`config.mk`:
```
export PLATFORM = sky130hd
export DESIGN_NAME = tgfb_queue
export DESIGN_NICKNAME = d
export VERILOG_FILES = /design/src/rtl/tgfb_pkg.sv /design/src/rtl/tgfb_queue.sv
export SDC_FILE = /design/constraint.sdc
export NUM_CORES = 1
export LEC_CHECK = 0
export ABC_CLOCK_PERIOD_IN_PS = 3080
export BUFFER_PORTS_ARGS = -buffer_cell sky130_fd_sc_hd__buf_4
export CORE_MARGIN = 2
export CORE_UTILIZATION = 47
export CTS_CLUSTER_DIAMETER = 200
export DETAILED_ROUTE_END_ITERATION = 12
export GPL_TIMING_DRIVEN = 0
export HOLD_SLACK_MARGIN = 0.06
export MAX_ROUTING_LAYER = met4
export PLACE_DENSITY = 0.8
export SYNTH_ARGS = -nofsm -noshare
export SYNTH_HDL_FRONTEND = slang
export SYNTH_SLANG_ARGS = --single-unit
```
`constraint.sdc`:
```
create_clock -name clk -period 3.08 [get_ports clk]
set_input_delay 0.154 -clock clk [delete_from_list [all_inputs] [get_ports clk]]
set_output_delay 0.154 -clock clk [all_outputs]
set_load 0.1 [all_outputs]
```
`src/rtl/tgfb_pkg.sv`:
```
// ----------------------------------------------------------------------------
// tgfb_pkg: shared types, constants and font ROM
// Transaction payloads, queue command format and the 5x7 glyph table used by
// the text glyph frame buffer writer.
// ----------------------------------------------------------------------------
package tgfb_pkg;

	// defaults for the top-level parameters
	localparam int PANEL_WIDTH_DEF = 128;
	localparam int PANEL_PAGES_DEF = 8;

	// fixed geometry of the text engine
	localparam int ADDR_W       = 10;   // covers the largest panel (128 x 8)
	localparam int WRAP_LIMIT   = 122;
	localparam int GLYPH_COLS   = 5;
	localparam int CHAR_ADVANCE = 6;    // five glyph columns plus one gap
	localparam int QUEUE_DEPTH  = 2;

	typedef enum logic [1:0] {
		KIND_WRITE = 2'd0,
		KIND_SET   = 2'd1,
		KIND_CLEAR = 2'd2,
		KIND_READ  = 2'd3
	} kind_t;

	typedef struct packed {
		kind_t      kind;
		logic [7:0] char_code;
		logic [6:0] column;
		logic [3:0] page_index;
	} req_t;

	typedef struct packed {
		logic [7:0] read_byte;
		logic [7:0] cursor_column;
		logic [3:0] cursor_page;
		logic       dropped;
	} rsp_t;

	// work for the back end; OP_NONE only returns the prepared response
	typedef enum logic [1:0] {
		OP_NONE  = 2'd0,
		OP_WRITE = 2'd1,
		OP_CLEAR = 2'd2,
		OP_READ  = 2'd3
	} op_t;

	typedef struct packed {
		op_t               op;
		logic [7:0]        char_code;
		logic [7:0]        col;       // first column touched
		logic [ADDR_W-1:0] base;      // page * panel width
		rsp_t              rsp;       // cursor and drop flag already final
	} cmd_t;

	// glyph columns, leftmost first
	typedef logic [0:GLYPH_COLS-1][7:0] glyph_t;

	function automatic glyph_t glyph_cols(input logic [7:0] code);
		glyph_t g;
		unique case (code)
			8'h30: g = {8'h3E, 8'h51, 8'h49, 8'h45, 8'h3E};
			8'h31: g = {8'h00, 8'h42, 8'h7F, 8'h40, 8'h00};
			8'h32: g = {8'h42, 8'h61, 8'h51, 8'h49, 8'h46};
			8'h33: g = {8'h21, 8'h41, 8'h45, 8'h4B, 8'h31};
			8'h34: g = {8'h18, 8'h14, 8'h12, 8'h7F, 8'h10};
			8'h35: g = {8'h27, 8'h45, 8'h45, 8'h45, 8'h39};
			8'h36: g = {8'h3C, 8'h4A, 8'h49, 8'h49, 8'h30};
			8'h37: g = {8'h01, 8'h71, 8'h09, 8'h05, 8'h03};
			8'h38: g = {8'h36, 8'h49, 8'h49, 8'h49, 8'h36};
			8'h39: g = {8'h06, 8'h49, 8'h49, 8'h29, 8'h1E};
			8'h41: g = {8'h7E, 8'h11, 8'h11, 8'h11, 8'h7E};
			8'h43: g = {8'h3E, 8'h41, 8'h41, 8'h41, 8'h22};
			8'h44: g = {8'h7F, 8'h41, 8'h41, 8'h22, 8'h1C};
			8'h45: g = {8'h7F, 8'h49, 8'h49, 8'h49, 8'h41};
			8'h47: g = {8'h3E, 8'h41, 8'h49, 8'h49, 8'h7A};
			8'h48: g = {8'h7F, 8'h08, 8'h08, 8'h08, 8'h7F};
			8'h49: g = {8'h00, 8'h41, 8'h7F, 8'h41, 8'h00};
			8'h4A: g = {8'h20, 8'h40, 8'h41, 8'h3F, 8'h01};
			8'h4B: g = {8'h7F, 8'h08, 8'h14, 8'h22, 8'h41};
			8'h4C: g = {8'h7F, 8'h40, 8'h40, 8'h40, 8'h40};
			8'h4D: g = {8'h7F, 8'h02, 8'h0C, 8'h02, 8'h7F};
			8'h4E: g = {8'h7F, 8'h04, 8'h08, 8'h10, 8'h7F};
			8'h4F: g = {8'h3E, 8'h41, 8'h41, 8'h41, 8'h3E};
			8'h50: g = {8'h7F, 8'h09, 8'h09, 8'h09, 8'h06};
			8'h52: g = {8'h7F, 8'h09, 8'h19, 8'h29, 8'h46};
			8'h53: g = {8'h46, 8'h49, 8'h49, 8'h49, 8'h31};
			8'h54: g = {8'h01, 8'h01, 8'h7F, 8'h01, 8'h01};
			8'h55: g = {8'h3F, 8'h40, 8'h40, 8'h40, 8'h3F};
			8'h56: g = {8'h1F, 8'h20, 8'h40, 8'h20, 8'h1F};
			8'h57: g = {8'h7F, 8'h20, 8'h18, 8'h20, 8'h7F};
			8'h59: g = {8'h07, 8'h08, 8'h70, 8'h08, 8'h07};
			8'h5A: g = {8'h61, 8'h51, 8'h49, 8'h45, 8'h43};
			8'h61: g = {8'h20, 8'h54, 8'h54, 8'h54, 8'h78};
			8'h69: g = {8'h00, 8'h44, 8'h7D, 8'h40, 8'h00};
			8'h6E: g = {8'h7C, 8'h08, 8'h04, 8'h04, 8'h78};
			8'h6F: g = {8'h38, 8'h44, 8'h44, 8'h44, 8'h38};
			8'h70: g = {8'h7C, 8'h14, 8'h14, 8'h14, 8'h08};
			8'h73: g = {8'h48, 8'h54, 8'h54, 8'h54, 8'h20};
			8'h7A: g = {8'h44, 8'h64, 8'h54, 8'h4C, 8'h44};
			8'h2E: g = {8'h00, 8'h60, 8'h60, 8'h00, 8'h00};
			8'h3A: g = {8'h00, 8'h36, 8'h36, 8'h00, 8'h00};
			8'h3D: g = {8'h14, 8'h14, 8'h14, 8'h14, 8'h14};
			8'h2D: g = {8'h08, 8'h08, 8'h08, 8'h08, 8'h08};
			default: g = '0;   // unknown code draws blank
		endcase
		return g;
	endfunction

endpackage

```
`src/rtl/tgfb_queue.sv`:
```
// ----------------------------------------------------------------------------
// tgfb_queue: command queue
// Small register FIFO between the front end and the back end.
// ----------------------------------------------------------------------------
module tgfb_queue import tgfb_pkg::*; (
	input  logic clk,
	input  logic arst_n,
	input  logic push,
	input  cmd_t push_cmd,
	output logic full,
	input  logic pop,
	output logic empty,
	output cmd_t head
);

	localparam int PTR_W = (QUEUE_DEPTH > 1) ? $clog2(QUEUE_DEPTH) : 1;
	localparam int CNT_W = $clog2(QUEUE_DEPTH + 1);

	cmd_t             slot_q [QUEUE_DEPTH];
	logic [PTR_W-1:0] wr_ptr_q;
	logic [PTR_W-1:0] rd_ptr_q;
	logic [CNT_W-1:0] cnt_q;

	assign full  = cnt_q == CNT_W'(QUEUE_DEPTH);
	assign empty = cnt_q == '0;
	assign head  = slot_q[rd_ptr_q];

	always_ff @(posedge clk) begin
		if (push)
			slot_q[wr_ptr_q] <= push_cmd;
	end

	always_ff @(posedge clk or negedge arst_n) begin
		if (!arst_n) begin
			wr_ptr_q <= '0;
			rd_ptr_q <= '0;
			cnt_q    <= '0;
		end else begin
			if (push)
				wr_ptr_q <= (wr_ptr_q == PTR_W'(QUEUE_DEPTH - 1)) ? '0 : wr_ptr_q + 1'b1;
			if (pop)
				rd_ptr_q <= (rd_ptr_q == PTR_W'(QUEUE_DEPTH - 1)) ? '0 : rd_ptr_q + 1'b1;
			if (push && !pop)
				cnt_q <= cnt_q + 1'b1;
			else if (pop && !push)
				cnt_q <= cnt_q - 1'b1;
		end
	end

endmodule

```
==> results of run 1 <==
## synthesized netlist by cell type
cell type,number,area (µm²)
ha_1,1,12.51
buf_12,5,100.1
dfrtp_1,4,100.1
inv_1,1,3.750
xor2_1,4,35.03
and2_1,1,6.260
buf_6,1,11.26
nor2_1,2,7.510
xnor2_1,1,8.760
nor2b_1,2,12.51
mux2_4,49,735.7
edfxtp_1,98,2943
## path summary, 6_finish.rpt
check,start,end,slack (ps),cells after the start
hold / removal,arst_n,cnt_q[0]$_DFFE_PN0P_,130,2
hold reg to reg,wr_ptr_q$_DFFE_PN0P_,wr_ptr_q$_DFFE_PN0P_,540,1
max in group asynchronous,arst_n,wr_ptr_q$_DFFE_PN0P_,2840,2
setup reg to reg,wr_ptr_q$_DFFE_PN0P_,slot_q[0][47]$_DFFE_PP_,1480,2
min in group clk,push_cmd[6],slot_q[1][6]$_DFFE_PP_,520,2
setup / recovery,rd_ptr_q$_DFFE_PN0P_,head[13],1340,4
## metal layers
layer | GRT usage [%] | up-vias
met3 | 2.976 | 13
met1 | 18.44 | 1015
li1 | - | 988
met2 | 27.03 | 69
met5 | - | -
met4 | 7.738 | 0
## registers in the layout, summed over array words and instances (netlist names)
name      cells
cnt_q         2
slot_q       98
rd_ptr_q      1
wr_ptr_q      1
## per-stage QoR
step                setup slack, ps  setup TNS, ps  utilization [%]  hold WS [ps]  std cells
CTS                            1315              0            68.60         109.1        446
global placement              -1103         -53920            59.40        -46.90        377
global route                   1276              0            68.60         105.9        446
finish                         1343              0            68.60         127.6        446
floorplan                     30.03              0                -        -141.6        169
detailed placement             1440              0            60.00        -46.43        379
## critical path: cells and delay by family (launching register included)
family                 cells  cell delay (ps)
buffers and inverters      3              540
flip-flops                 1              390
multiplexers               1              300
## what timing repair did
| item | 4_1_cts | 5_1_grt |
|---|---|---|
| hold endpoints to repair | 104 | 0 |
| hold buffers | 52 | 0 |
| endpoints found under the setup margin | 0 | 0 |
## cell type report
type,count,area [µm²],share of cell area [%]
Multi-Input combinational cell,60,827.0,14.67
Timing Repair Buffer,157,1334,23.66
Clock buffer,10,127.6,2.264
Tap cell,105,131.4,2.331
Sequential cell,102,3043,53.98
Buffer,6,111.4,1.976
Clock inverter,5,58.81,1.043
Inverter,1,3.754,0.06659
## kinds of logic (layout without fill, tap and decap cells)
family | after synthesis | in the layout | share of synthesized area [%]
buffers and inverters | 7 | 179 | 2.895
xor gates and xnor gates | 5 | 5 | 1.101
and+or+nand+nor | 5 | 5 | 0.6609
adders and majority gates | 1 | 1 | 0.3146
muxes | 49 | 49 | 18.50
DFF | 102 | 102 | 76.53
==> results.toml, run 1 <==
[worst_hold_path]
hp-class = "in -> async"

[worst_setup_path]
crit_required_ps = 2930
cp-start-kind = "flip-flop"
cp_cell_sequence = "buf_6 -> buf_12 -> mux2_4 -> buf_4"
critical-path-slowest-cell = "dfrtp_1"
arrival_ps = 1580
cp-end-kind = "primary output"
max_stage_delay_ps = 390
critical_path_class = "reg -> out"
worstPathMaxFanout = 10

[cells_and_area]
final_cell_area_mm2 = 0.005637
mostFrequentLayoutCells = "buf_4 (103), edfxtp_1 (98), dlygate4sd3_1 (52), mux2_4 (49), clkbuf_8 (9)"
final_common_cell = "buf_4"
drive_gt1_share_pct = 51.61
nFillCells = 518
nNetsFinal = 391
area_growth_pct = 41.76
num_antenna_cells = 0

[grt]
grt_first_pass_wirelength_um = 10450
track_usage_pct = 16.01
grt_max_degree = 29
antenna_found_initial = 0
grt_pass1_vias = 2214
grt-ovfl-total = 0

[synth]
synth.ff_latch_count = 102
yosysWarnings = 0
yosysSeqAreaShare_pct = 76.53
syn-instance-count = 169
synth_cell_type_count = 12
netlist_area_mm2 = 0.003976
synth_fp_nets = 223
avgSynthCellArea_um2 = 23.53

[clock_network]
clk_pin_slew_ps = 90
tritoncts = "built"
cts_inserted_buffers = 9
cts_root_buf = "clkbuf_8"
cts_resized = 0
cts_max_level = 3
clockBufferDepth = 2
clock-sinks = 102
clock_latency_ps = 350
post_cts_buffers = 0

[placed_design]
hpwl_um = 4111
gp_congestion = 0.6638
post_dp_cell_area_mm2 = 0.004930
io_buffers = 103

[floorplan]
die_area_mm2 = 0.009212
die_w_um = 95.98
initial_utilization_pct = 48.39
die_y_um = 95.98
coreArea_mm2 = 0.008217
boundaryPins = 104
rows = 33

[timing]
fin_skew_ps = 10.52
period_needed_ps = 1737
fin_crit_sh_pct = 56.39
hold_viol = 0
setup_viol = 0
slew_viol_final = 0
worst_slew_margin_rel_pct = 52.46
worstMarginPinSlew_ps = 711.6
timing.fmax_ghz = 0.5758
grt_setup_unrepaired = "false"

[route]
vias = 2085
wl_met1_um = 2688
wl_met2_um = 3635
drt-total-wl_um = 6713
vias_per_cell = 4.675
drc_errors = 0
dr.pass1.iters = 4
wl_per_cell_um = 15.05
drtIter0Drc = 46
met3_length_um = 260
top_layer = "met4"
drt.antenna.violating_nets = 0

[flow_run]
cap_violations = 0

[outcome]
status = "finished, final reports clean"
Power of run 1 is left out: the tool's default activity adds up to more than one toggle a clock period on the data nets, which glitch-free logic cannot reach.
==> run 2, diff against run 1 <==
- ABC_AREA: not set -> 1
- ABC_CLOCK_PERIOD_IN_PS: 3080 -> 1800
- CORE_UTILIZATION: 47 -> 52
- PLACE_DENSITY: 0.8 -> 0.84
- clock period: 3.08 -> 1.8 ns (I/O delays scaled with it)
==> results.toml, run 2 <==
[synth]
synth_compound_area_share_pct = 0
synth_area_leaders = "edfxtp_1 (74%), mux2_4 (18%), buf_12 (2.5%)"
yosysWarnings = 0
yosys.area.top_type_share_pct = 73.64
synth_edf_count = 98
synth_fp_nets = 232
yosysMostFrequentCell = "edfxtp_1"
yosys.area.top_type = "edfxtp_1"
async_flop_share_pct = 3.922
yosysSeqAreaShare_pct = 76.14
netlist_area_mm2 = 0.003996
synth-adder-area-share_pct = 0.3131
ys_top_cells_by_count = "edfxtp_1 (98), mux2_4 (49), inv_1 (7), buf_12 (5), nand2_1 (5)"
ys.flop_type = "edfxtp_1"
synth_top_family_by_area = "multiplexers"
synth_cell_type_count = 13
syn-instance-count = 178
synthXorXnorAreaFrac_pct = 0.6575
avgSynthCellArea_um2 = 22.45
synthMuxAreaShare_pct = 18.41
synth-simple-area-share_pct = 1.033
synth.ff_latch_count = 102

[worst_hold_path]
hp-class = "in -> reg"

[cells_and_area]
nNetsFinal = 401
final_common_cell = "buf_4"
largest_reg_flops = 98
final_cell_area_mm2 = 0.005652
multiInputGateArea_um2 = 834.6
area_growth_pct = 41.42
drive_gt1_share_pct = 50.00
num_antenna_cells = 0
top_register = "slot_q"
nFillCells = 422
mostFrequentLayoutCells = "buf_4 (103), edfxtp_1 (98), dlygate4sd3_1 (53), mux2_4 (49), clkbuf_8 (9)"
largestRegisters = "slot_q: 98 flops, cnt_q: 2 flops"
regArea_mm2 = 0.003043

[timing]
setup_viol = 0
hold_viol = 0
worstMarginPinSlew_ps = 782.6
slew_viol_final = 0
hold_ws_ps = 457.4
grt_setup_unrepaired = "false"
period_needed_ps = 1672
setup_tns_ps = 0
worst_slew_margin_rel_pct = 47.70
fin_crit_sh_pct = 92.89
fin_skew_ps = 5.171
timing.fmax_ghz = 0.5981

[route]
vias_per_cell = 4.845
drt.antenna.violating_nets = 0
drc_errors = 0
drt-total-wl_um = 7490
wl_per_cell_um = 16.61
drtIter0Drc = 70
dr.pass1.iters = 4
vias = 2185

[floorplan]
boundaryPins = 104
die_area_mm2 = 0.008402
coreArea_mm2 = 0.007331
rows = 31
die_y_um = 91.67
initial_utilization_pct = 54.51
die_w_um = 91.67

[placed_design]
io_buffers = 103
post_dp_cell_area_mm2 = 0.004921
gp_congestion = 0.7802
hpwl_um = 4282

[clock_network]
clockBufferDepth = 2
cts_inserted_buffers = 9
clk_pin_slew_ps = 90
clock-sinks = 102
tritoncts = "built"
cts_root_buf = "clkbuf_8"
post_cts_buffers = 0
clock_latency_ps = 350
cts_max_level = 3

[worst_setup_path]
crit_required_ps = 1710
worstPathMaxFanout = 10
cp-end-kind = "primary output"
critical_path_class = "reg -> out"
cp-start-kind = "flip-flop"
arrival_ps = 1580

[grt]
antenna_found_initial = 0
grt_max_degree = 30
track_usage_pct = 18.77
grt_pass1_vias = 2373
grt-ovfl-total = 0
grt_first_pass_wirelength_um = 11490

[outcome]
status = "finished, final reports clean"

[flow_run]
cap_violations = 0
## run 2: cell types whose count changed in the layout (fill, tap and decap cells not counted), moves of 2 or more
cell	delta
nor2_4	+2
inv_1	+5
nand2_1	+5
xor2_1	-2
clkinvlp_4	-2
## run 2: cell type report
type,count,area share [%]
repair buffers,157,23.42
flip-flops and latches,102,53.84
multi-input cells,64,14.77
clock inverters,6,1.085
plain buffers,6,1.970
clock buffers,10,2.258
inverters,7,0.4649
well taps,99,2.192
## run 2: worst max-delay path, stage by stage, from the launching register on
cell and delay, ps:
dfrtp_1 380, buf_6 150, buf_12 150, mux2_4 300, buf_4 230
## run 2: cell families after synthesis
family | Yosys count
adder cells (fa/ha/maj) | 1
XOR/XNOR | 3
flip-flops | 102
multiplexers | 49
buffers and inverters | 13
AND/OR/NAND/NOR | 10
## run 2: per-stage QoR
stage          cells  setup WS (ps)  util [%]
4_1_cts          451          100.7     77.10
3_3_place_gp     380         -516.8     66.85
3_5_place_dp     381         -171.6     67.13
6_report         451          128.0     77.10
5_1_grt          451          83.01     77.10
2_1_floorplan    178         -27.72         -
## run 2: path summary, 6_finish.rpt
kind,end,from,depth (start not counted),slack [ps]
hold / removal,rd_ptr_q$_DFFE_PN0P_,pop,3,460
setup reg to reg,slot_q[1][31]$_DFFE_PP_,wr_ptr_q$_DFFE_PN0P_,3,190
max in group asynchronous,cnt_q[0]$_DFFE_PN0P_,arst_n,3,970
min in group asynchronous,cnt_q[1]$_DFFE_PN0P_,arst_n,3,660
hold reg to reg,cnt_q[1]$_DFFE_PN0P_,cnt_q[1]$_DFFE_PN0P_,2,530
setup / recovery,head[3],rd_ptr_q$_DFFE_PN0P_,4,130
## run 2: timing repair
item                                   in CTS  in global routing
setup endpoints to repair                  49                  0
gates resized for setup                     1                  0
hold buffers                               53                  0
endpoints found under the hold margin     104                  0
## run 2: per-layer routing
metal  GRT usage [%]  up-vias  part of all wire, %
li1                -     1018                    -
met1           20.90     1076                   40
met2           33.52       84                   54
met3           4.026        7                  4.8
met4           6.313        0                 0.95
met5               -        -                    0
Power of run 2 is left out for the same reason.
==> run 3, diff against run 2 <==
- ABC_CLOCK_PERIOD_IN_PS: 1800 -> 1700
- MAX_ROUTING_LAYER: met4 -> not set
- clock period: 1.8 -> 1.7 ns (I/O delays scaled with it)
==> results.toml, run 3 (same netlist as run 2, synthesis figures left out) <==
[floorplan]
die_w_um = 91.67
initial_utilization_pct = 54.51
coreArea_mm2 = 0.007331
boundaryPins = 104
die_area_mm2 = 0.008402
die_y_um = 91.67
rows = 31

[cells_and_area]
mostFrequentLayoutCells = "edfxtp_1 (98), buf_4 (54), dlygate4sd3_1 (53), buf_6 (50), mux2_4 (49)"
utilization_pct = 79.48
multiInputGateArea_um2 = 842.1
top_register = "slot_q"
nNetsFinal = 401
regArea_mm2 = 0.003044
final_common_cell = "edfxtp_1"
area_growth_pct = 45.80
largest_reg_flops = 98
final_cell_area_mm2 = 0.005827
largestRegisters = "slot_q: 98 flops, cnt_q: 2 flops"
nFillCells = 386
num_antenna_cells = 0
drive_gt1_share_pct = 50.85

[route]
drc_errors = 0
dr.pass1.iters = 4
drt-total-wl_um = 8407
wl_per_cell_um = 18.64
drtIter0Drc = 101
drt.antenna.violating_nets = 0
vias_per_cell = 4.803
vias = 2166

[outcome]
status = "finished, final reports clean"

[worst_setup_path]
r2r_start = "wr_ptr_q$_DFFE_PN0P_"
arrival_ps = 1550
reg2regPathDepth = 2
critical-path-slowest-cell = "dfrtp_1"
cp-end-kind = "primary output"
worstPathMaxFanout = 10
critical_path_class = "reg -> out"
cp_cell_sequence = "buf_6 -> buf_12 -> mux2_4 -> buf_6"
crit_required_ps = 1620
startpoint = "rd_ptr_q$_DFFE_PN0P_"
cp-start-kind = "flip-flop"
max_stage_delay_ps = 380
crit_top_cell = "buf_6"

[timing]
slew_viol_final = 0
hold_viol = 0
period_needed_ps = 1639
setup_viol = 0
timing.fmax_ghz = 0.6100
hold_ws_ps = 450.4
setup_tns_ps = 0
fin_skew_ps = 8.503
fin_crit_sh_pct = 96.43
worst_slew_margin_rel_pct = 48.75
worstMarginPinSlew_ps = 767.0

[grt]
grt-ovfl-total = 0
grt_max_degree = 26
antenna_found_initial = 0
grt_first_pass_wirelength_um = 12040
grt_pass1_vias = 2333
track_usage_pct = 19.46

[worst_hold_path]
hp-class = "in -> reg"
min_path_cells = 2
min_from = "push_cmd[27]"

[placed_design]
hpwl_um = 4083
io_buffers = 103
post_dp_cell_area_mm2 = 0.004905
gp_congestion = 0.7617

[clock_network]
clk_pin_slew_ps = 100
tritoncts = "built"
cts_inserted_buffers = 9
clock-sinks = 102
clockBufferDepth = 2
clock_latency_ps = 350
cts_max_level = 3
cts_root_buf = "clkbuf_8"

[flow_run]
cap_violations = 0
run 3: repair_timing:
action / in CTS / in global routing
pin swaps: 1 / 0
gates cloned: 2 / 0
setup endpoints to repair: 98 / 98
resized for setup: 3 / 51
setup buffers: 0 / 0
hold endpoints to repair: 104 / 0
hold buffers: 53 / 0
run 3: through the flow:
step	setup slack, ps	instances
5_1_grt	-1.170	451
3_3_place_gp	-306.8	380
6_report	60.61	451
3_5_place_dp	-333.1	380
4_1_cts	10.68	451
2_1_floorplan	-66.58	178
run 3: layout make-up:
cell class                 count  share of cell area [%]
sequential                   102                   52.24
inverter                       7                  0.5154
timing repair inverter         1                  0.1288
tap                           99                   2.126
buffer                         6                   1.911
timing repair buffer         156                   25.53
clock buffer                   9                   2.126
clock inverter                 7                  0.9663
multi-input combinational     64                   14.45
run 3: critical path: cells and delay by family, from the launching register on:
kind                   cells  cell delay (ps)
DFF                        1              380
muxes                      1              310
buffers and inverters      3              500
run 3: per-layer routing:
| layer | global-route usage [%] | up-vias | share of wire [%] |
|---|---|---|---|
| met5 | 0 | - | 0 |
| met1 | 21.92 | 1063 | 39 |
| li1 | - | 1020 | - |
| met3 | 4.930 | 11 | 4.4 |
| met2 | 36.21 | 72 | 56 |
| met4 | 5.682 | 0 | 1.3 |
run 3: worst paths after layout:
kind | to | slack, ps
max in group asynchronous | wr_ptr_q$_DFFE_PN0P_ | 870
worst min register to register | cnt_q[0]$_DFFE_PN0P_ | 560
worst min-delay path | slot_q[1][27]$_DFFE_PP_ | 450
min in group asynchronous | cnt_q[1]$_DFFE_PN0P_ | 640
worst max register to register | slot_q[1][33]$_DFFE_PP_ | 120
worst max-delay path | head[4] | 60
Power of run 3 is left out for the same reason.
