## src/rtl/tgfb_pkg.sv

```systemverilog
// ----------------------------------------------------------------------------
// tgfb_pkg: shared types, constants and font ROM
// Transaction payloads, queue command format and the 5x7 glyph table used by
// the text glyph frame buffer writer.
// ----------------------------------------------------------------------------
package tgfb_pkg;

	// defaults for the top-level parameters
	localparam int PANEL_WIDTH_DEF = 128;
	localparam int PANEL_PAGES_DEF = 8;

	// fixed geometry of the text engine
	localparam int ADDR_W       = 10;   // covers the largest panel (128 x 8)
	localparam int WRAP_LIMIT   = 122;
	localparam int GLYPH_COLS   = 5;
	localparam int CHAR_ADVANCE = 6;    // five glyph columns plus one gap
	localparam int QUEUE_DEPTH  = 2;

	typedef enum logic [1:0] {
		KIND_WRITE = 2'd0,
		KIND_SET   = 2'd1,
		KIND_CLEAR = 2'd2,
		KIND_READ  = 2'd3
	} kind_t;

	typedef struct packed {
		kind_t      kind;
		logic [7:0] char_code;
		logic [6:0] column;
		logic [3:0] page_index;
	} req_t;

	typedef struct packed {
		logic [7:0] read_byte;
		logic [7:0] cursor_column;
		logic [3:0] cursor_page;
		logic       dropped;
	} rsp_t;

	// work for the back end; OP_NONE only returns the prepared response
	typedef enum logic [1:0] {
		OP_NONE  = 2'd0,
		OP_WRITE = 2'd1,
		OP_CLEAR = 2'd2,
		OP_READ  = 2'd3
	} op_t;

	typedef struct packed {
		op_t               op;
		logic [7:0]        char_code;
		logic [7:0]        col;       // first column touched
		logic [ADDR_W-1:0] base;      // page * panel width
		rsp_t              rsp;       // cursor and drop flag already final
	} cmd_t;

	// glyph columns, leftmost first
	typedef logic [0:GLYPH_COLS-1][7:0] glyph_t;

	function automatic glyph_t glyph_cols(input logic [7:0] code);
		glyph_t g;
		unique case (code)
			8'h30: g = {8'h3E, 8'h51, 8'h49, 8'h45, 8'h3E};
			8'h31: g = {8'h00, 8'h42, 8'h7F, 8'h40, 8'h00};
			8'h32: g = {8'h42, 8'h61, 8'h51, 8'h49, 8'h46};
			8'h33: g = {8'h21, 8'h41, 8'h45, 8'h4B, 8'h31};
			8'h34: g = {8'h18, 8'h14, 8'h12, 8'h7F, 8'h10};
			8'h35: g = {8'h27, 8'h45, 8'h45, 8'h45, 8'h39};
			8'h36: g = {8'h3C, 8'h4A, 8'h49, 8'h49, 8'h30};
			8'h37: g = {8'h01, 8'h71, 8'h09, 8'h05, 8'h03};
			8'h38: g = {8'h36, 8'h49, 8'h49, 8'h49, 8'h36};
			8'h39: g = {8'h06, 8'h49, 8'h49, 8'h29, 8'h1E};
			8'h41: g = {8'h7E, 8'h11, 8'h11, 8'h11, 8'h7E};
			8'h43: g = {8'h3E, 8'h41, 8'h41, 8'h41, 8'h22};
			8'h44: g = {8'h7F, 8'h41, 8'h41, 8'h22, 8'h1C};
			8'h45: g = {8'h7F, 8'h49, 8'h49, 8'h49, 8'h41};
			8'h47: g = {8'h3E, 8'h41, 8'h49, 8'h49, 8'h7A};
			8'h48: g = {8'h7F, 8'h08, 8'h08, 8'h08, 8'h7F};
			8'h49: g = {8'h00, 8'h41, 8'h7F, 8'h41, 8'h00};
			8'h4A: g = {8'h20, 8'h40, 8'h41, 8'h3F, 8'h01};
			8'h4B: g = {8'h7F, 8'h08, 8'h14, 8'h22, 8'h41};
			8'h4C: g = {8'h7F, 8'h40, 8'h40, 8'h40, 8'h40};
			8'h4D: g = {8'h7F, 8'h02, 8'h0C, 8'h02, 8'h7F};
			8'h4E: g = {8'h7F, 8'h04, 8'h08, 8'h10, 8'h7F};
			8'h4F: g = {8'h3E, 8'h41, 8'h41, 8'h41, 8'h3E};
			8'h50: g = {8'h7F, 8'h09, 8'h09, 8'h09, 8'h06};
			8'h52: g = {8'h7F, 8'h09, 8'h19, 8'h29, 8'h46};
			8'h53: g = {8'h46, 8'h49, 8'h49, 8'h49, 8'h31};
			8'h54: g = {8'h01, 8'h01, 8'h7F, 8'h01, 8'h01};
			8'h55: g = {8'h3F, 8'h40, 8'h40, 8'h40, 8'h3F};
			8'h56: g = {8'h1F, 8'h20, 8'h40, 8'h20, 8'h1F};
			8'h57: g = {8'h7F, 8'h20, 8'h18, 8'h20, 8'h7F};
			8'h59: g = {8'h07, 8'h08, 8'h70, 8'h08, 8'h07};
			8'h5A: g = {8'h61, 8'h51, 8'h49, 8'h45, 8'h43};
			8'h61: g = {8'h20, 8'h54, 8'h54, 8'h54, 8'h78};
			8'h69: g = {8'h00, 8'h44, 8'h7D, 8'h40, 8'h00};
			8'h6E: g = {8'h7C, 8'h08, 8'h04, 8'h04, 8'h78};
			8'h6F: g = {8'h38, 8'h44, 8'h44, 8'h44, 8'h38};
			8'h70: g = {8'h7C, 8'h14, 8'h14, 8'h14, 8'h08};
			8'h73: g = {8'h48, 8'h54, 8'h54, 8'h54, 8'h20};
			8'h7A: g = {8'h44, 8'h64, 8'h54, 8'h4C, 8'h44};
			8'h2E: g = {8'h00, 8'h60, 8'h60, 8'h00, 8'h00};
			8'h3A: g = {8'h00, 8'h36, 8'h36, 8'h00, 8'h00};
			8'h3D: g = {8'h14, 8'h14, 8'h14, 8'h14, 8'h14};
			8'h2D: g = {8'h08, 8'h08, 8'h08, 8'h08, 8'h08};
			default: g = '0;   // unknown code draws blank
		endcase
		return g;
	endfunction

endpackage

```

## src/rtl/tgfb_front.sv

```systemverilog
// ----------------------------------------------------------------------------
// tgfb_front: request decode and cursor tracking
// Accepts request transactions, owns the cursor, and queues one command per
// request with its response fields already settled.
// ----------------------------------------------------------------------------
module tgfb_front import tgfb_pkg::*; #(
	parameter int PANEL_WIDTH = PANEL_WIDTH_DEF,
	parameter int PANEL_PAGES = PANEL_PAGES_DEF
) (
	input  logic clk,
	input  logic arst_n,
	input  logic req_valid,
	output logic req_ready,
	input  req_t req,
	input  logic busy,
	input  logic full,
	output logic push,
	output cmd_t push_cmd
);

	logic [7:0] cur_x_q;
	logic [3:0] cur_pg_q;
	logic [7:0] nx_x;
	logic [3:0] nx_pg;
	logic [3:0] wrap_pg;
	logic       pg_out;
	logic       wrap_out;
	logic [2:0] sel_pg;

	assign req_ready = !busy && !full;
	assign push      = req_valid && req_ready;

	assign pg_out   = cur_pg_q >= 4'(PANEL_PAGES);
	assign wrap_pg  = cur_pg_q + 4'd1;
	assign wrap_out = wrap_pg >= 4'(PANEL_PAGES);

	always_comb begin
		nx_x            = cur_x_q;
		nx_pg           = cur_pg_q;
		sel_pg          = cur_pg_q[2:0];
		push_cmd.op        = OP_NONE;
		push_cmd.char_code = req.char_code;
		push_cmd.col       = cur_x_q;
		unique case (req.kind)
			KIND_WRITE: begin
				if (pg_out) begin
					// page already off the panel: nothing moves
				end else if (cur_x_q > 8'(WRAP_LIMIT)) begin
					nx_x  = '0;
					nx_pg = wrap_pg;
					if (!wrap_out) begin
						push_cmd.op  = OP_WRITE;
						push_cmd.col = '0;
						sel_pg       = wrap_pg[2:0];
						nx_x         = 8'(CHAR_ADVANCE);
					end
				end else begin
					push_cmd.op = OP_WRITE;
					nx_x        = cur_x_q + 8'(CHAR_ADVANCE);
				end
			end
			KIND_SET: begin
				nx_x  = {1'b0, req.column};
				nx_pg = req.page_index;
			end
			KIND_CLEAR: begin
				nx_x        = '0;
				nx_pg       = '0;
				push_cmd.op = OP_CLEAR;
			end
			KIND_READ: begin
				push_cmd.col = {1'b0, req.column};
				sel_pg       = req.page_index[2:0];
				if (req.page_index < 4'(PANEL_PAGES) && {1'b0, req.column} < 8'(PANEL_WIDTH))
					push_cmd.op = OP_READ;
			end
			default: ;
		endcase
		push_cmd.base              = ADDR_W'(sel_pg) * ADDR_W'(PANEL_WIDTH);
		push_cmd.rsp.read_byte     = '0;
		push_cmd.rsp.cursor_column = nx_x;
		push_cmd.rsp.cursor_page   = nx_pg;
		push_cmd.rsp.dropped       = (req.kind == KIND_WRITE) && (pg_out || (cur_x_q > 8'(WRAP_LIMIT) && wrap_out));
	end

	always_ff @(posedge clk or negedge arst_n) begin
		if (!arst_n) begin
			cur_x_q  <= '0;
			cur_pg_q <= '0;
		end else if (push) begin
			cur_x_q  <= nx_x;
			cur_pg_q <= nx_pg;
		end
	end

endmodule

```

## config.mk

```make
export PLATFORM = sky130hd
export DESIGN_NAME = tgfb_front
export DESIGN_NICKNAME = d
export VERILOG_FILES = /design/src/rtl/tgfb_pkg.sv /design/src/rtl/tgfb_front.sv
export SDC_FILE = /design/constraint.sdc
export NUM_CORES = 1
export LEC_CHECK = 0
export BUFFER_PORTS_ARGS = -buffer_cell sky130_fd_sc_hd__buf_4
export CAP_MARGIN = 20
export CORE_ASPECT_RATIO = 0.75
export CORE_UTILIZATION = 40
export DETAILED_ROUTE_END_ITERATION = 8
export GPL_ROUTABILITY_DRIVEN = 0
export PLACE_DENSITY = 0.72
export SLEW_MARGIN = 20
export SYNTH_ARGS = -nofsm -noshare
export SYNTH_HDL_FRONTEND = slang
export SYNTH_SLANG_ARGS = --single-unit
```

## constraint.sdc

```tcl
create_clock -name clk -period 1.9 [get_ports clk]
set_input_delay 0.095 -clock clk [delete_from_list [all_inputs] [get_ports clk]]
set_output_delay 0.095 -clock clk [all_outputs]
set_load 0.05 [all_outputs]
```

==> results.md, run 1 <==
Routing:
- In the routed layout, each cell is associated on average with a via count of 5.789.
- In the final routed layout, each cell accounts on average for 17.13 um.
- For this block, the initial DRC count from the detailed router was 146.
- The detailed-route via count is around 2000.
- The wire length after detailed routing is 5756 um.
- The count of nets left with antenna violations after detail routing is 0.
- The remaining routing DRC violations is 0.
- For this run, the detailed router's first-pass iteration total came to 6.

Setup path:
- The slowest stage of the critical path is the sky130_fd_sc_hd__dfrtp_1 cell.
- By startpoint and endpoint, the worst setup path is classified as flip-flop to primary output.
- For the worst setup path, the data arrival time is between 2000 and 2500 ps.
- For this run, the slowest stage of the critical path takes 440 ps.
- The largest fanout of any net on the critical path is 5.
- For the worst flop-to-flop path, the logic depth is 7.
- The data required time of the worst path is 1800 ps.
- The critical path goes through nand4bb_4, a31oi_1, buf_4, nand2_1, a31o_2, buf_4.
- The cell with the most instances on the worst path is sky130_fd_sc_hd__buf_4.
- The type of element launching the critical path is a flip-flop.
- STA classifies the critical path endpoint as a primary output.

Logic synthesis:
- After technology mapping, the gate count stands at about 230.
- The number of enable-type register cells in the synthesized netlist is 0.
- The average cell area after synthesis is around 7.7 sq um.
- The proportion of synthesized flip-flops having asynchronous set or reset is 100.0%.
- The post-synthesis sequential element count is 12.
- After synthesis, flip-flops and latches occupy 17.00% of the total area.
- The mapped cell area is approximately 1800 sq um.
- The post-synthesis cell type count is 55.
- Yosys printed 0 warnings.
- For this run, the leading register cell type out of synthesis is sky130_fd_sc_hd__dfrtp_1.

Cells and area:
- Cells with a size suffix above 1 make up between 40 and 50% of the layout.
- The area growth from synthesis to final layout is 42.99%.
- Once layout is complete, the utilization of the core stands at around three fifths.
- The number of inserted diodes is 0.
- The number of nets in the layout is between 300 and 400.
- The area of all placed cells without fillers is 2526 sq um.

Global route:
- In the global route stage, overall resource usage came out at 25.58%.
- The initial antenna violation count is 0.
- The met2 usage is a little over two fifths.
- Global routing used between 30 and 40% of the available met1 tracks.
- met2 is the most crowded layer.
- The met3 global-route usage is 4.462%.
- The aggregate global routing overflow is 0.
- The pin count of the biggest net entering global routing is 16.
- The number of global-route vias before repair is 1871.
- The global-route wire length before repair is between 9000 and 10000 um.

Timing:
- The number of hold violations in the final report came to 0.
- The minimum period implied by the final worst setup slack is 2106 ps.
- Setup repair after global routing could not meet its margin everywhere.
- The number of slew-limit violations in the final report was 0.
- The worst clock skew on the final layout is around 4.8 ps.
- Setup violations remaining at the end of the flow were counted as 21.
- The final critical-path share of the clock period is 110.8%.
- For this run, the top clock speed supported by timing is 474.9 MHz.
- On the final layout, the worst hold slack is 190.0 ps.
- The final critical-path setup slack is -205.5 ps.

Clock tree:
- The maximum clock insertion buffer count is 2.
- The total CTS buffers is 3.
- The later pin in the worst-skew pair is clocked with a latency of 240 ps.
- The clock edge transition at the registers on the reported setup and hold paths is 60 ps.
- The level count of the clock H-tree is 1.
- The buffer type at the clock tree root is sky130_fd_sc_hd__clkbuf_8.
- TritonCTS built the clock tree.
- The clock net in this run drives a total of 12 sinks.

Die:
- 77 I/O pins were placed.
- The core region is 4154 sq um.
- The die outline width is ~79 um.
- The number of placement rows is 20.
- In this run the vertical extent of the chip is 59.56 um.
- The total die area is 4689 sq um.
- The initial core utilization is 42.53%.

Place:
- The total cell area at the placement stage is 2255 sq um.
- The HPWL after detailed placement is ~4100 um.
- Input and output buffers added on the ports amount to 45.

Min path:
- Counting instances, the worst hold path has a depth of 0.
- The min-delay analysis places its worst path in the category input pin to primary output.

Power:
- The static leakage is 1.104 nW.
- For this design the ratio of total power to cell area is 763.5 nW/um^2.
- The worst-case IR drop observed on VDD is 0.3992 mV.

Outcome:
- The final reports fail on negative setup slack.
- The run finished, with violations left.

Run:
- Max-cap violations in this run came to 0.
## routing by layer
layer	part of all wire [%]	routed length, um	vias up
li1	-	-	924
met1	46	2645	938
met2	48	2761	79
met3	5.5	318	4
met4	0.54	31	0
met5	0	0	-
## area by class of cell
| type | count | area (sq um) |
|---|---|---|
| well taps | 55 | 68.82 |
| repair buffers | 74 | 660.6 |
| fillers | 375 | 1628 |
| flip-flops and latches | 12 | 306.5 |
| clock buffers | 4 | 55.05 |
| multi-input cells | 175 | 1375 |
| inverters | 16 | 60.06 |
## synth_stat cells, types with 2 or more instances
cell,instances,area share [%]
sky130_fd_sc_hd__and2_1,3,1.1
sky130_fd_sc_hd__nand3_1,6,1.7
sky130_fd_sc_hd__o31ai_1,7,3.0
sky130_fd_sc_hd__a21oi_1,15,4.2
sky130_fd_sc_hd__a21boi_0,2,0.85
sky130_fd_sc_hd__o311ai_1,3,1.5
sky130_fd_sc_hd__nor2_1,8,1.7
sky130_fd_sc_hd__nor4_1,3,1.1
sky130_fd_sc_hd__dfrtp_1,12,17
sky130_fd_sc_hd__buf_4,26,11
sky130_fd_sc_hd__o22ai_1,3,1.1
sky130_fd_sc_hd__nand2b_1,3,1.1
sky130_fd_sc_hd__clkbuf_1,8,1.7
sky130_fd_sc_hd__a32oi_1,3,1.5
sky130_fd_sc_hd__buf_6,3,1.9
sky130_fd_sc_hd__a31o_2,3,1.5
sky130_fd_sc_hd__buf_2,3,0.85
sky130_fd_sc_hd__a32o_1,2,1.1
sky130_fd_sc_hd__nand2_1,16,3.4
sky130_fd_sc_hd__and3_1,4,1.4
sky130_fd_sc_hd__inv_1,16,3.4
sky130_fd_sc_hd__o211ai_1,6,2.5
sky130_fd_sc_hd__o21ai_0,14,4.0
sky130_fd_sc_hd__a22oi_1,10,4.2
sky130_fd_sc_hd__o21ai_1,2,0.57
sky130_fd_sc_hd__a31oi_1,6,2.1
sky130_fd_sc_hd__ha_1,9,6.4
sky130_fd_sc_hd__a311oi_1,2,0.99
sky130_fd_sc_hd__nor2b_1,5,1.8
## kinds of logic after synthesis
kind of cell	Yosys count	synth area share, %
AOI/OAI and AO/OA	90	36.33
and+or+nand+nor	61	21.18
buffers and inverters	56	18.91
DFF	12	17.00
adders and majority gates	9	6.374
other	1	0.2123
## state kept, by name, indices dropped and copies added (netlist names)
register	flops
cur_x_q	8
cur_pg_q	4
## power by group
group	internal (mW)	switching (mW)	leakage [nW]	total, mW
sequential	0.306	0.0871	0.142	0.394
combinational	0.459	0.787	0.932	1.25
clock	0.183	0.105	0.0288	0.289
total	0.949	0.980	1.10	1.93
## cell usage in the layout (no fill, tap or decap), types with 4 or more instances in the layout
cell / n
sky130_fd_sc_hd__buf_4: 51
sky130_fd_sc_hd__buf_6: 20
sky130_fd_sc_hd__nand2_1: 16
sky130_fd_sc_hd__conb_1: 15
sky130_fd_sc_hd__inv_1: 13
sky130_fd_sc_hd__a21oi_1: 13
sky130_fd_sc_hd__a22oi_1: 9
sky130_fd_sc_hd__nor2_1: 8
sky130_fd_sc_hd__o21ai_2: 8
sky130_fd_sc_hd__ha_1: 8
sky130_fd_sc_hd__dfrtp_1: 7
sky130_fd_sc_hd__a31oi_1: 6
sky130_fd_sc_hd__o211ai_1: 6
sky130_fd_sc_hd__nor2b_1: 5
sky130_fd_sc_hd__nand3_1: 5
sky130_fd_sc_hd__dfrtp_2: 5
sky130_fd_sc_hd__o31ai_1: 4
sky130_fd_sc_hd__o21ai_0: 4
sky130_fd_sc_hd__clkbuf_8: 4
## critical path, delay by kind of cell (launching register included)
kind                   cells  cell delay [ps]
AND/OR/NAND/NOR            2              370
flip-flops                 1              440
buffers and inverters      2              380
AO/OA/AOI/OAI              2              580
## stage by stage
step | setup slack, ps | setup TNS [ps] | power, mW | instances
final | -205.5 | -2994 | 1.929 | 336
after global routing | -241.4 | -4319 | 2.019 | 336
after CTS | -134.3 | -1895 | 1.902 | 335
after detailed placement | 9.776 | 0 | 1.511 | 327
after global placement | 41.25 | 0 | 1.502 | 327
after floorplan | -234.1 | -468.2 | 1.256 | 243
## timing repair
| item | CTS | global route |
|---|---|---|
| gates resized for setup | 39 | 8 |
| hold buffers | 1 | 0 |
| pin swaps | 7 | 2 |
| gates cloned | 1 | 0 |
| hold endpoints to repair | 12 | 0 |
| endpoints found under the setup margin | 21 | 25 |
| buffers inserted | 2 | 1 |
## final timing paths
path	startpoint	end	slack (ps)
worst min register to register	cur_x_q[7]	cur_x_q[7]	590
worst max-delay path	cur_x_q[2]	push_cmd[7]	-210
min in group asynchronous	arst_n	cur_x_q[2]	240
worst max register to register	cur_x_q[1]	cur_x_q[7]	110
max in group asynchronous	arst_n	cur_x_q[1]	1460
worst min-delay path	req[17]	push_cmd[45]	190
(Power assumes the default switching activity.)
==> run 2, diff against run 1 <==
--- a/config.mk
+++ b/config.mk
@@ -8,10 +8,10 @@
 export BUFFER_PORTS_ARGS = -buffer_cell sky130_fd_sc_hd__buf_4
 export CAP_MARGIN = 20
 export CORE_ASPECT_RATIO = 0.75
-export CORE_UTILIZATION = 40
+export CORE_UTILIZATION = 32
 export DETAILED_ROUTE_END_ITERATION = 8
 export GPL_ROUTABILITY_DRIVEN = 0
-export PLACE_DENSITY = 0.72
+export PLACE_DENSITY = 0.61
 export SLEW_MARGIN = 20
 export SYNTH_ARGS = -nofsm -noshare
 export SYNTH_HDL_FRONTEND = slang
==> results.md, run 2 (same netlist as run 1, synthesis figures left out) <==
Global route:
- The aggregate global routing overflow is 0 (unchanged).
- The global routing stage identified its most utilized layer as met2.
- The met1 track utilization from global routing is 30.88% (-3.6 points).
- The pin count of the biggest net entering global routing came to 16 (unchanged).
- The met3 global-route usage came to 5.368% (+0.91 points).
- The initial antenna violation count is 0 (unchanged).
- The global-route wire length before repair was 9798 um (+6.6%).
- The met2 usage is 33.82% (-9.3 points).
- The all-layer global routing usage is 22.48% (-3.1 points).
- The number of global-route vias before repair was 1917 (+2.5%).

Timing:
- The maximum frequency from static timing analysis is 487.5 MHz (+2.6%).
- The worst clock skew on the final layout is 3.375 ps (-1.423 ps).
- The number of slew-limit violations in the final report came to 0 (unchanged).
- The final critical-path setup slack is -151.4 ps (+54.14 ps).
- The final critical-path share of the clock period is 108.0% (-2.8 points).
- The summed negative setup slack over all endpoints is -2185 ps (+809.5 ps).
- The number of hold violations in the final report is 0 (unchanged).
- The number of failing setup endpoints in the final timing report was 21 (unchanged).
- Measured against its own limit, the worst slew margin works out to about 64%.
- The minimum hold slack is 158.7 ps (-31.30 ps).
- For the pin with the worst max-slew slack, the measured transition is around 540 ps.
- The minimum period implied by the final worst setup slack is 2051 ps (-54.14 ps).
- Setup repair after global routing could not meet its margin everywhere.

Die:
- The total die area is 5825 sq um (+24%).
- The initial core utilization is 33.18% (-9.3 points).
- The placeable core area is 5324 sq um (+28%).
- The number of placement rows is 23 (+15%).
- The die outline width was 87.80 um (+11%).
- The top-level port count is 77 (unchanged).
- The die height is 66.35 um (+11%).

Setup path:
- The setup slack of the most critical reg-to-reg path was 120 ps (about the same).
- The worst setup path is captured at a primary output.
- The largest fanout of any net on the critical path is 11 (+6).
- The data arrival time of the critical path is 1960 ps (-50 ps).
- The critical path class is flip-flop to primary output.
- The type of element launching the critical path is a flip-flop.
- The data required time of the worst path came to 1800 ps (about the same).

Power:
- The switching portion of total power is 51.25% (+0.44 points).
- The clock network power share is 13.3% (-1.7 points).
- The switching power is 998.4 uW (+1.9%).
- The static leakage is 1.165 nW (+5.6%).
- The portion of total power attributed to combinational logic is 67.0% (+2.4 points).
- The maximum resistive drop on vdd was 0.3133 mV (-22%).
- The internal power consumption was 949.8 uW (about the same).
- The total power density per cell area came to 740.0 nW/um^2 (-3.1%).
- The portion of total power attributed to sequential cells is 19.7% (-0.7 points).

Routing:
- The number of DRC markers in iteration 0 was 152 (+4.1%).
- The remaining routing DRC violations is 0 (unchanged).
- The routed length per instance came to 16.67 um (-2.7%).
- The count of nets left with antenna violations after detail routing is 0 (unchanged).
- The detailed-route via count was 1970 (+1.3%).
- The number of optimization iterations in the first detailed-route pass came to 4 (-2).
- The per-cell via count in the routed design is 5.397 (-6.8%).
- The wire length after detailed routing is 6083 um (+5.7%).

Cells and area:
- The number of standard cells in the layout, taps in and fillers out came to 365 (+8.6%).
- The number of inserted diodes was 0 (unchanged).
- The area taken by flip-flops and latches is 307.8 sq um (+0.41%).
- The proportion of layout cells with a drive suffix above 1 is 45.86% (+1.0 points).
- The flip-flop count of the largest register, all copies and words added was 8 (unchanged).
- The area growth from synthesis to final layout is 49.01%.
- The share of the core filled with cells in the final layout is 49.45% (-11 points).
- The area of the multi-input gates came to 1376 sq um (about the same).
- The number of nets in the layout is 327 (+3.2%).
- In the final layout, the registers with the most flip-flops are cur_x_q: 8 flops, cur_pg_q: 4 flops.
- The largest register by flop count is cur_x_q.
- The most common cell after layout, fill and taps aside is sky130_fd_sc_hd__buf_4.
- The total of fill cells in the finished design is 527 (+41%).
- In the layout the commonest cells are 60 x sky130_fd_sc_hd__buf_4, 20 x sky130_fd_sc_hd__buf_6, 16 x sky130_fd_sc_hd__nand2_1.

Clock tree:
- The maximum clock insertion buffer count is 2 (unchanged).
- The clock tree from TritonCTS is built.
- The clock insertion delay at the later pin of the skew report is 250 ps (about the same).
- The clock edge transition at the registers on the reported setup and hold paths was 60 ps (about the same).
- The level count of the clock H-tree was 1 (unchanged).
- The buffer type at the clock tree root is sky130_fd_sc_hd__clkbuf_8.
- The total CTS buffers is 3 (unchanged).
- The number of sinks handled by clock tree synthesis came to 12 (unchanged).

Place:
- The placed instance count is 352 (+7.6%).
- The HPWL after detailed placement is 4491 um (+8.6%).
- The post-place setup slack is 6.569 ps (-3.207 ps).
- The number of port buffers was 45 (unchanged).

Run:
- The count of maximum capacitance violations is 0 (unchanged).

Min path:
- The min-delay analysis places its worst path in the category input pin to flip-flop.

Outcome:
- The flow ran to the end, but the final reports show violations.
- The final reports fail on negative setup slack.
[run 2: cell types whose count changed in the layout (fill, tap and decap cells not counted), moves of 2 or more]
cell                      before  now
sky130_fd_sc_hd__buf_12        0    2
sky130_fd_sc_hd__buf_4        51   60
sky130_fd_sc_hd__o21ai_2       8   10
sky130_fd_sc_hd__o21ai_4       3    1
[run 2: worst paths after layout]
kind / start / cells after the start / endpoint
min: req[4] / 3 / cur_x_q[0]
max reg2reg: cur_x_q[6] / 6 / cur_x_q[7]
max: cur_x_q[6] / 6 / push_cmd[12]
min in group asynchronous: arst_n / 2 / cur_pg_q[2]
max in group asynchronous: arst_n / 2 / cur_pg_q[1]
min reg2reg: cur_x_q[0] / 2 / cur_x_q[0]
[run 2: timing repair]
action	in CTS	in global routing
resized for setup	35	9
endpoints found under the hold margin	12	0
setup endpoints to repair	21	24
hold buffers	1	0
setup buffers	6	2
cloned	1	0
pin swaps	7	3
[run 2: per-stage QoR]
step                      instance area, sq um  power [mW]
after floorplan                           1942       1.256
final                                     2633       1.948
after global routing                      2633       2.059
after CTS                                 2590       1.912
after detailed placement                  2330       1.532
after global placement                    2330       1.522
[run 2: power groups by stage]
stage               Clock, mW  Combinational, mW  Sequential [mW]
floorplan                   0              0.904            0.353
global placement            0               1.15            0.373
detailed placement          0               1.16            0.376
CTS                     0.261               1.27            0.378
global route            0.274               1.39            0.391
finish                  0.259               1.31            0.383
[run 2: metal layers]
metal | wire (um) | share of wire [%]
met4 | 136 | 2.2
met3 | 395 | 6.5
met5 | 0 | 0
met1 | 2882 | 47
met2 | 2669 | 44
[run 2: area by class of cell]
type | instances | share of cell area (%)
clock buffers | 3 | 1.568
multi-input cells | 175 | 52.28
flip-flops and latches | 12 | 11.69
inverters | 16 | 2.281
well taps | 75 | 3.565
repair buffers | 84 | 28.61
[run 2: worst max-delay path: stages, from the launching register on]
cell	delay, ps
sky130_fd_sc_hd__dfrtp_1	430
sky130_fd_sc_hd__and3_4	270
sky130_fd_sc_hd__a41oi_4	210
sky130_fd_sc_hd__buf_12	200
sky130_fd_sc_hd__a31o_2	220
sky130_fd_sc_hd__a32o_2	220
sky130_fd_sc_hd__buf_6	150
==> run 3, diff against run 2 <==
--- a/config.mk
+++ b/config.mk
@@ -7,11 +7,13 @@
 export LEC_CHECK = 0
 export BUFFER_PORTS_ARGS = -buffer_cell sky130_fd_sc_hd__buf_4
 export CAP_MARGIN = 20
+export CELL_PAD_IN_SITES_DETAIL_PLACEMENT = 0
+export CELL_PAD_IN_SITES_GLOBAL_PLACEMENT = 2
 export CORE_ASPECT_RATIO = 0.75
-export CORE_UTILIZATION = 32
+export CORE_UTILIZATION = 26
 export DETAILED_ROUTE_END_ITERATION = 8
 export GPL_ROUTABILITY_DRIVEN = 0
-export PLACE_DENSITY = 0.61
+export PLACE_DENSITY = 0.85
 export SLEW_MARGIN = 20
 export SYNTH_ARGS = -nofsm -noshare
 export SYNTH_HDL_FRONTEND = slang
==> results.md, run 3 (same netlist as run 1, synthesis figures left out) <==
Timing:
- The final critical-path share of the clock period is 108.6% (+0.61 points).
- The minimum hold slack is 182.5 ps (+23.77 ps).
- The number of hold violations in the final report is 0 (unchanged).
- The number of failing setup endpoints in the final timing report is 21 (unchanged).
- The final critical-path setup slack was -163.0 ps (-11.66 ps).
- The worst clock skew on the final layout came to 4.833 ps (+1.457 ps).
- The summed negative setup slack over all endpoints was -2595 ps (-410.1 ps).
- The minimum period implied by the final worst setup slack was 2063 ps (+11.66 ps).
- Setup repair after global routing could not meet its margin everywhere.
- The maximum frequency from static timing analysis was 484.7 MHz (-0.57%).
- The number of slew-limit violations in the final report was 0 (unchanged).

Min path:
- The class of the most critical hold timing path is input pin to flip-flop.
- In this run the most critical hold path is launched from req[4].

Global route:
- The met3 global-route usage came to 3.901% (-1.5 points).
- The number of global-route vias before repair is 1907 (-0.52%).
- The layer flagged by global routing as most heavily used is met2.
- The aggregate global routing overflow is 0 (unchanged).
- The initial antenna violation count is 0 (unchanged).
- The pin count of the biggest net entering global routing was 16 (unchanged).
- The global-route wire length before repair is 10010 um (+2.1%).
- The all-layer global routing usage is 17.79% (-4.7 points).
- The met2 usage is 26.92% (-6.9 points).
- The met1 track utilization from global routing was 25.72% (-5.2 points).

Routing:
- The number of optimization iterations in the first detailed-route pass is 4 (unchanged).
- The remaining routing DRC violations is 0 (unchanged).
- The number of DRC markers in iteration 0 is 90 (-41%).
- The detailed-route via count is 2033 (+3.2%).
- The per-cell via count in the routed design is 5.294 (-1.9%).
- The wire length after detailed routing is 6576 um (+8.1%).
- The routed length per instance is 17.13 um (+2.8%).
- The count of nets left with antenna violations after detail routing was 0 (unchanged).

Die:
- The placeable core area is 6444 sq um (+21%).
- The initial core utilization was 27.42% (-5.8 points).
- The die outline width came to 97.19 um (+11%).
- The number of placement rows was 25 (+8.7%).
- The die height is 73.39 um (+11%).
- The top-level port count was 77 (unchanged).
- The total die area is 7132 sq um (+22%).

Clock tree:
- The clock insertion delay at the later pin of the skew report was 250 ps (about the same).
- The number of sinks handled by clock tree synthesis is 12 (unchanged).
- The clock edge transition at the registers on the reported setup and hold paths is 60 ps (about the same).
- The maximum clock insertion buffer count is 2 (unchanged).
- The buffer type at the clock tree root is sky130_fd_sc_hd__clkbuf_8.
- The level count of the clock H-tree is 1 (unchanged).
- The clock tree from TritonCTS is built.
- The total CTS buffers is 3 (unchanged).

Setup path:
- The type of element launching the critical path is a flip-flop.
- The largest fanout of any net on the critical path is 7 (-4).
- The data required time of the worst path is 1800 ps (about the same).
- The source of the worst register-to-register timing path is cur_x_q[1].
- The number of cell instances on the worst register-to-register path came to 7 (+1).
- The terminus of the critical flop-to-flop path is cur_x_q[7].
- The sort of element at the end of the critical path is a primary output.
- In this run the worst setup path terminates at push_cmd[12].
- The data arrival time of the critical path is 1970 ps (about the same).
- The worst setup path is of the flip-flop to primary output kind.
- In this run the worst setup path begins at cur_x_q[1].
- The setup slack of the most critical reg-to-reg path is 150 ps (+30 ps).

Cells and area:
- The area growth from synthesis to final layout is 65.37%.
- The largest register by flop count is cur_x_q.
- The largest registers in the layout are cur_x_q: 8 flops, cur_pg_q: 4 flops.
- The number of inserted diodes is 0 (unchanged).
- The number of nets in the layout is 339 (+3.7%).
- The flip-flop count of the largest register, all copies and words added was 8 (unchanged).
- Leaving out fill and tap cells, the most frequent cells in the layout are 62 x sky130_fd_sc_hd__buf_4, 29 x sky130_fd_sc_hd__buf_6, 15 x sky130_fd_sc_hd__inv_1, 15 x sky130_fd_sc_hd__nand2_1, 15 x sky130_fd_sc_hd__conb_1.
- The total of fill cells in the finished design is 627 (+19%).
- Leaving out fill and tap cells, the most frequent cell in the layout is sky130_fd_sc_hd__buf_4.
- The proportion of layout cells with a drive suffix above 1 was 52.15% (+6.3 points).
- The number of standard cells in the layout, taps in and fillers out was 384 (+5.2%).

Power:
- The portion of total power attributed to combinational logic is 68.4% (+1.4 points).
- The clock network power share came to 14.0% (+0.7 points).
- The switching portion of total power is 49.23% (-2.0 points).
- The portion of total power attributed to sequential cells is 17.6% (-2.1 points).
- The internal power consumption is 1.092 mW (+15%).
- The static leakage is 1.261 nW (+8.2%).
- The switching power was 1.058 mW (+6.0%).
- The maximum resistive drop on vdd is 0.3308 mV (+5.6%).
- The total power density per cell area is 735.9 nW/um^2 (-0.56%).
- The final total power is 2.150 mW (+10%).

Place:
- The HPWL after detailed placement is 4768 um (+6.2%).
- The placed instance count is 362 (+2.8%).
- The post-place setup slack was 47.03 ps (+40.46 ps).
- The number of port buffers came to 45 (unchanged).

Run:
- The count of maximum capacitance violations is 0 (unchanged).

Outcome:
- The run finished, with violations left.
- The final reports fail on negative setup slack.
==> run 3: cell count changes in the layout (fill, tap and decap cells not counted), moves of 2 or more <==
| cell | delta |
|---|---|
| sky130_fd_sc_hd__a21oi_2 | +2 |
| sky130_fd_sc_hd__buf_6 | +9 |
| sky130_fd_sc_hd__a31oi_1 | -3 |
| sky130_fd_sc_hd__buf_4 | +2 |
| sky130_fd_sc_hd__a31oi_4 | +2 |
| sky130_fd_sc_hd__o31ai_1 | -2 |
| sky130_fd_sc_hd__buf_8 | +3 |
| sky130_fd_sc_hd__o31ai_2 | +2 |
| sky130_fd_sc_hd__a31o_4 | +2 |
| sky130_fd_sc_hd__a21oi_1 | -2 |
| sky130_fd_sc_hd__a31o_2 | -2 |
| sky130_fd_sc_hd__o21ai_2 | -5 |
| sky130_fd_sc_hd__o21ai_4 | +5 |
==> run 3: power by group through the flow <==
stage	clock network, mW	logic, mW	registers [mW]
5_1_grt	0.314	1.56	0.387
6_report	0.300	1.47	0.379
2_1_floorplan	0	0.904	0.353
4_1_cts	0.303	1.35	0.375
3_5_place_dp	0	1.19	0.374
3_3_place_gp	0	1.19	0.371
==> run 3: cell type report <==
cell class	instances	area [sq um]	area share, %
inverters	16	60.06	2.056
well taps	81	101.3	3.469
clock buffers	4	55.05	1.884
repair buffers	96	867.1	29.68
flip-flops and latches	12	306.5	10.49
multi-input cells	175	1531	52.42
==> run 3: worst min-delay path by stage <==
stage	end	slack (ps)	cells past startpoint
after detailed placement	cur_pg_q[2]	-40	1
after global placement	cur_pg_q[2]	-40	1
after floorplan	cur_pg_q[0]	-200	0
final	cur_x_q[0]	180	3
after CTS	cur_x_q[0]	180	3
after global routing	push_cmd[44]	190	0
==> run 3: timing repair <==
| action | in CTS | in global routing |
|---|---|---|
| pin swaps | 9 | 12 |
| endpoints found under the setup margin | 23 | 23 |
| hold buffers | 1 | 0 |
| buffers inserted | 9 | 6 |
| endpoints found under the hold margin | 12 | 0 |
| cloned | 1 | 1 |
| gates resized for setup | 52 | 31 |
==> run 3: worst max-delay path: stages (launching register included) <==
cell                        delay, ps
sky130_fd_sc_hd__dfrtp_1          430
sky130_fd_sc_hd__buf_6            140
sky130_fd_sc_hd__nand4bb_4        120
sky130_fd_sc_hd__a41oi_4          230
sky130_fd_sc_hd__buf_6            210
sky130_fd_sc_hd__a31o_4           220
sky130_fd_sc_hd__a32o_2           230
sky130_fd_sc_hd__buf_8            150
==> run 3: layer usage <==
metal | share of wire, % | vias up
met5 | 0 | -
met4 | 1.3 | 0
met3 | 6.9 | 9
met2 | 44 | 81
met1 | 48 | 978
li1 | - | 965
==> run 3: per-stage QoR <==
step	util (%)	cell area [sq um]
floorplan	-	1942
detailed placement	36.74	2367
global route	45.34	2922
finish	45.34	2922
global placement	36.74	2367
CTS	41.96	2704
